[config.mk]
export PLATFORM = sky130hd
export DESIGN_NAME = chisq_mac
export DESIGN_NICKNAME = d
export VERILOG_FILES = /design/src/rtl/core/chisq_pkg.sv /design/src/rtl/core/chisq_mac.sv
export SDC_FILE = /design/constraint.sdc
export NUM_CORES = 2
export LEC_CHECK = 0
export BUFFER_PORTS_ARGS = -buffer_cell sky130_fd_sc_hd__buf_2
export CORE_MARGIN = 2
export CORE_UTILIZATION = 50
export CTS_BUF_LIST = sky130_fd_sc_hd__clkbuf_4
export DETAILED_ROUTE_END_ITERATION = 10
export PLACE_DENSITY = 0.74
export RECOVER_POWER = 50
export SLEW_MARGIN = 20
export SYNTH_ARGS = -nofsm -noshare
export SYNTH_HDL_FRONTEND = slang
export SYNTH_SLANG_ARGS = --single-unit
[constraint.sdc]
create_clock -name clk_i -period 9 [get_ports clk_i]
set_clock_uncertainty 0.1 [all_clocks]
set_input_delay 0.45 -clock clk_i [delete_from_list [all_inputs] [get_ports clk_i]]
set_output_delay 0.45 -clock clk_i [all_outputs]
set_load 0.05 [all_outputs]
[src/rtl/core/chisq_pkg.sv]
package chisq_pkg;

  // fixed field widths
  localparam int unsigned IdxW  = 6;
  localparam int unsigned CfgW  = 7;
  localparam int unsigned DataW = 32;
  localparam int unsigned SumW  = 64;

  localparam int unsigned MaxBins = 1 << IdxW;

  // residual u - x is exact in one more bit than the data
  localparam int unsigned ResW  = DataW + 1;
  // row dot product: at most MaxBins terms of about 40 bits each
  localparam int unsigned DotW  = 48;
  localparam int unsigned DotLoW = DotW / 2;
  // shared multiplier: two signed ResW operands
  localparam int unsigned ProdW = 2 * ResW;
  // dot times residual, exact, before saturation to SumW
  localparam int unsigned AccW  = DotW + ResW;
  // Q8.24 coefficient scaling
  localparam int unsigned FracShift = 24;

  localparam logic [1:0] OP_LOAD_MAT = 2'd0;
  localparam logic [1:0] OP_LOAD_BIN = 2'd1;
  localparam logic [1:0] OP_COMPUTE  = 2'd2;

  typedef enum logic [2:0] {
    OPSEL_MT,     // coef * true residual
    OPSEL_MW,     // coef * weighted residual
    OPSEL_FT_LO,  // true residual * low half of true dot
    OPSEL_FT_HI,  // true residual * high half of true dot
    OPSEL_FW_LO,
    OPSEL_FW_HI
  } chisq_opsel_e;

  typedef struct packed {
    chisq_opsel_e opsel;
    logic         acc_load;
    logic         acc_add;
  } chisq_ctl_t;

endpackage

[src/rtl/core/chisq_mac.sv]
module chisq_mac (
  input  logic                                clk_i,
  input  chisq_pkg::chisq_ctl_t               ctl_i,
  input  logic signed [chisq_pkg::DataW-1:0]  coef_i,
  input  logic signed [chisq_pkg::ResW-1:0]   res_t_i,
  input  logic signed [chisq_pkg::ResW-1:0]   res_w_i,
  input  logic signed [chisq_pkg::DotW-1:0]   dot_t_i,
  input  logic signed [chisq_pkg::DotW-1:0]   dot_w_i,
  output logic signed [chisq_pkg::ProdW-1:0]  prod_o,
  output logic signed [chisq_pkg::SumW-1:0]   term_o,
  output logic                                term_ovf_o
);
  import chisq_pkg::*;

  logic signed [ResW-1:0]  op_a;
  logic signed [ResW-1:0]  op_b;
  logic signed [ProdW-1:0] prod_q;
  logic signed [AccW-1:0]  acc_q;
  logic signed [AccW-1:0]  prod_ext;
  logic                    acc_fits;

  always_comb begin
    op_a = {coef_i[DataW-1], coef_i};
    op_b = res_t_i;
    case (ctl_i.opsel)
      OPSEL_MT: begin
        op_a = {coef_i[DataW-1], coef_i};
        op_b = res_t_i;
      end
      OPSEL_MW: begin
        op_a = {coef_i[DataW-1], coef_i};
        op_b = res_w_i;
      end
      OPSEL_FT_LO: begin
        op_a = res_t_i;
        op_b = {{(ResW-DotLoW){1'b0}}, dot_t_i[DotLoW-1:0]};
      end
      OPSEL_FT_HI: begin
        op_a = res_t_i;
        op_b = {{(ResW-(DotW-DotLoW)){dot_t_i[DotW-1]}}, dot_t_i[DotW-1:DotLoW]};
      end
      OPSEL_FW_LO: begin
        op_a = res_w_i;
        op_b = {{(ResW-DotLoW){1'b0}}, dot_w_i[DotLoW-1:0]};
      end
      OPSEL_FW_HI: begin
        op_a = res_w_i;
        op_b = {{(ResW-(DotW-DotLoW)){dot_w_i[DotW-1]}}, dot_w_i[DotW-1:DotLoW]};
      end
      default: begin
        op_a = {coef_i[DataW-1], coef_i};
        op_b = res_t_i;
      end
    endcase
  end

  assign prod_ext = {{(AccW-ProdW){prod_q[ProdW-1]}}, prod_q};

  always_ff @(posedge clk_i) begin
    prod_q <= op_a * op_b;
    if (ctl_i.acc_load) begin
      acc_q <= prod_ext;
    end else if (ctl_i.acc_add) begin
      // high partial product sits DotLoW bits up
      acc_q <= acc_q + (prod_ext <<< DotLoW);
    end
  end

  // exact product fits the sum width when all bits above it match its sign
  assign acc_fits = (acc_q[AccW-1:SumW-1] == {(AccW-SumW+1){1'b0}}) ||
                    (acc_q[AccW-1:SumW-1] == {(AccW-SumW+1){1'b1}});

  always_comb begin
    if (acc_fits) begin
      term_o = acc_q[SumW-1:0];
    end else if (acc_q[AccW-1]) begin
      term_o = {1'b1, {(SumW-1){1'b0}}};
    end else begin
      term_o = {1'b0, {(SumW-1){1'b1}}};
    end
  end

  assign term_ovf_o = !acc_fits;
  assign prod_o     = prod_q;

endmodule

* Word-level counts from Yosys, hierarchy flattened *
Index checks and enable logic that the tools add are counted.

storage, ports and cells
  output and inout bits = 131
  RAM bits = 0
  bits in latches = 0
  flip-flop bits (word level) = 147
  logic and storage cells = 22
  input bits = 200
  memories kept = 0
  ROM bits = 0

operators by class
  $lt $le $gt $ge = 0
  divide/modulo/power cells = 0
  equality and inequality tests = 6
  muxes and demuxes = 6
  reductions and logical operators = 6
  multipliers = 1
  $add $sub $neg = 1
  bitwise gates (word level) = 0
  shift operators = 0

operators by type and width
  cell                    count
  $pmux W33 S5            1
  $mux W81                2
  $mux W64                2
  $add A81 B81 Y81        1
  $mul A33 B33 Y66        1
  $pmux W33 S2            1
  $eq A18 B18 Y1 const B  1
  $logic_not A18 Y1       1
  $eq A3 B2 Y1 const B    2
  $eq A3 B3 Y1 const B    2
  $reduce_or A2 Y1        2
  $eq A3 B1 Y1 const B    1
  $reduce_bool A2 Y1      1
  $logic_not A1 Y1        1
  $logic_or A1 B1 Y1      1

* Longest topological paths before layout *
  depth in word-level cells = 4
  mapped depth = 36
  gate-level depth less buffers = 33

* Worst setup path after synthesis *
No wires, ideal clock.

  path type = input port to flip-flop
  start point = input port ctl_i[2] (netlist bit)
  end point = register prod_q[64], in the netlist prod_o[64]
  data arrival time = 9.334 ns
  library setup time = 0.136 ns
  required time = 8.764 ns
  buffers on the path = 4
  slack = -0.571 ns
  cell stages on the path = 33
  cells stage by stage = clkbuf_1 buf_1 clkbuf_1 nor2_1 a32oi_1 o2111ai_1 o21ai_1 clkbuf_1 nor2_1 fa_1 inv_1 fa_1 inv_1 fa_1 inv_1 fa_1 inv_1 fa_1 fa_1 fa_1 inv_1 fa_1 inv_1 ha_1 and4_1 and2_1 and4_1 a221o_1 a31oi_1 a32o_1 a31o_2 o41ai_1 xor2_1

on the way
  cells in the longest elaborated chain, start to end = 4
  elaborated cells between the ends (all ways) = 10
  those cells by class = mul: 1; eq/ne: 5; mux: 2; reduce/logical: 2

ends and longest elaborated chain
  what                                          RTL line         RTL
  from (decl)                                   chisq_mac.sv:3   input chisq_pkg::chisq_ctl_t ctl_i,
  $eq A3 B3 Y1 or $eq A3 B2 Y1 (tied branches)  chisq_mac.sv:25  case (ctl_i.opsel)
  $reduce_or A2 Y1 (no line)                    n/a
  $pmux W33 S2                                  chisq_mac.sv:25
  $mul A33 B33 Y66 (*)                          chisq_mac.sv:60  prod_q <= op_a * op_b;
  to (signal assigned)                          chisq_mac.sv:60
  to (decl)                                     chisq_mac.sv:17  logic signed [ProdW-1:0] prod_q;

Mark *: on every way between the ends. The rest lies on a longest branch, timed or not.
A chain may end at the register's enable or synchronous reset.

* Final worst setup path *
  start point = input port ctl_i[3] (netlist bit)
  end point = register prod_q[55], in the netlist prod_o[55]

Same word-level chain as after synthesis.

==> results.cfg <==
[layout]
fin_nets = 7850
area_growth_pct = 17.0
drive_gt1_share_pct = 16.1

[setup_path]
cp_slowest_cell = fa_1
worstPathRequired_ps = 9400
cp.arrival_ps = 9150
critPathMostFrequentCell = fa_1
ff2ff_setup_slack_ps = 5050
crit_path_start_kind = input port
end_kind = register
path_max_fanout = 16
critical-path-max-stage-delay_ps = 570
critPathKind = in2reg

[sta]
fin_crit_sh_pct = 97.2
period_needed_ps = 8750
worstMarginPinSlew_ps = 3500
drv_slew = 215
rsz0062_at_grt = no
hold_ws_ps = 517
slew_headroom_pct = -133
setup_viol = 0
hold_violations = 0
fmax_mhz = 114

[global_routing]
grt_max_degree = 64
antenna_found_initial = 13
grt_overflow = 0
grt_pass1_vias = 44900
grt_use_total_pct = 35.2
grt_pass1_wl_um = 263000

[synthesis]
yosysSeqAreaShare_pct = 7.72
yosys.area_share.simple_pct = 13.5
synth_top_area_share_pct = 47.2
synth_compound_area_share_pct = 9.77
synth_most_common_cell = inv_1
ys_types = 71
synth_top_family_by_area = adder cells
synth-seq-cells = 147
synth_fa_ha_area_share_pct = 54.3
synth_top_cells_by_count = inv_1, fa_1, nor2_1, nand2_1, clkbuf_1
yosysTopAreaCell = fa_1
synth_ff_type = edfxtp_1
syn_nets = 7179
synthesis.instances = 5558
synthTopCellsByArea = fa_1, inv_1, ha_1
synth.mux.area_fraction_pct = 0.744
ys_warn_count = 0
syn_area_mm2 = 0.0486
synth.avg_cell_area_um2 = 8.74
synthXorXnorAreaFrac_pct = 2.09
async_flop_share_pct = 0
synth_edf_count = 81

[cts]
cts_tree = done
clk_pin_slew_ps = 150
htree_levels = 4
numCtsBuffers = 17
clock_latency_ps = 600
root_buffer = clkbuf_4
cts_hold_buf = 0
cts_buffer_depth = 2
cts_num_sinks = 147

[routing]
ant_nets = 0
drt-total-wl_um = 170000
drc = 0
drt-pass1-iter-count = 8
wl_per_cell_um = 22.6
vias = 42200
via_per_inst = 5.60
first_iter_violations = 3692

[floorplanning]
die_h_um = 316
die_area_mm2 = 0.0997
core_mm2 = 0.0966
initial_core_util_pct = 50.3
rows = 114
num_io_pins = 331
die_w_um = 316

[status]
violations = max-capacitance violations, max-slew violations
status = finished with violations

[place]
gp_routability_congestion = 1.03
dp_hpwl_um = 147000
port_buffers = 330

[hold_path]
min-delay-path-class = reg2reg

[run]
cap_violations = 4
==> worst paths after layout <==
path | end | cells past startpoint | from
min | acc_q[57]$_DFFE_PN_ | 2 | prod_o[57]$_DFF_P_
max | prod_o[55]$_DFF_P_ | 32 | ctl_i[3]
min reg2reg | acc_q[57]$_DFFE_PN_ | 2 | prod_o[57]$_DFF_P_
max reg2reg | acc_q[76]$_DFFE_PN_ | 10 | acc_q[39]$_DFFE_PN_
==> cells by family after synthesis <==
family                     count (synthesis)
DFF                                      147
AOI/OAI and AO/OA                        725
and+or+nand+nor                         1573
buffers and inverters                   1541
adders and majority gates               1421
muxes                                     35
xor gates and xnor gates                 116
==> layout by cell type (no fill, tap or decap), types with 18 or more instances in the layout <==
cell	netlist	routed
inv_1	1239	1234
fa_1	1146	1143
nor2_1	736	729
nand2_1	563	561
buf_4	0	544
ha_1	275	274
buf_2	0	262
a21oi_1	160	155
o21ai_0	145	123
a21o_1	116	116
edfxtp_1	81	81
buf_12	0	75
xnor2_1	73	73
clkbuf_1	282	71
dfxtp_1	66	66
a22oi_1	47	47
o21a_1	47	47
nand2b_1	44	43
xor2_1	43	43
and2_1	50	33
nand3_1	33	33
nor3_1	32	31
o21ai_1	19	30
nand4_1	26	26
mux2i_1	26	25
a211oi_1	22	21
or2_2	21	21
o21bai_1	21	21
a31oi_1	20	19
and2_0	1	18
==> worst max-delay path: cells and delay by family <==
family          cells  cell delay (ps)
fa+ha+maj          10             4610
buf+inv            11             1690
compound gates      7             1550
simple gates        3              700
xor+xnor            1              130
==> metal layers <==
metal  part of all wire, %  vias to the layer above  GRT usage, %
li1                      -                    18200             -
met1                    38                    21100          45.6
met2                    46                     2358          56.9
met3                    11                      540          7.44
met4                   5.9                        2          16.2
met5                0.0076                        -             0
==> area by class of cell <==
cell class | count | area, um^2
inverter | 1240 | 4670
clock buffer | 17 | 128
antenna | 12 | 30.0
clock inverter | 15 | 184
fill | 8524 | 39700
timing repair buffer | 953 | 7170
tap | 1276 | 1600
sequential | 147 | 3750
multi-input combinational | 3870 | 39300
==> through the flow <==
| step | util [%] | TNS (ps) | instance area [um^2] | setup WS [ps] | std cells |
|---|---|---|---|---|---|
| 2_1_floorplan | - | 0 | 48700 | 8.32 | 5558 |
| 3_3_place_gp | 58.5 | -2630 | 56500 | -295 | 7485 |
| 3_5_place_dp | 58.5 | -4620 | 56500 | -412 | 7485 |
| 4_1_cts | 58.8 | 0 | 56800 | 206 | 7517 |
| 5_1_grt | 58.9 | 0 | 56800 | 7.33 | 7528 |
| 6_report | 58.9 | 0 | 56800 | 253 | 7530 |
==> sequential cells by signal (all words and copies together) (netlist names) <==
name,count
acc_q,81
prod_o,66
==> repair_timing <==
| action | CTS | global route |
|---|---|---|
| setup buffers | 0 | 1 |
| resized for setup | 0 | 20 |
| endpoints found under the setup margin | 0 | 16 |
Power is not shown: default switching activity piles up to over one toggle a cycle in this logic, so the estimate is an artifact.
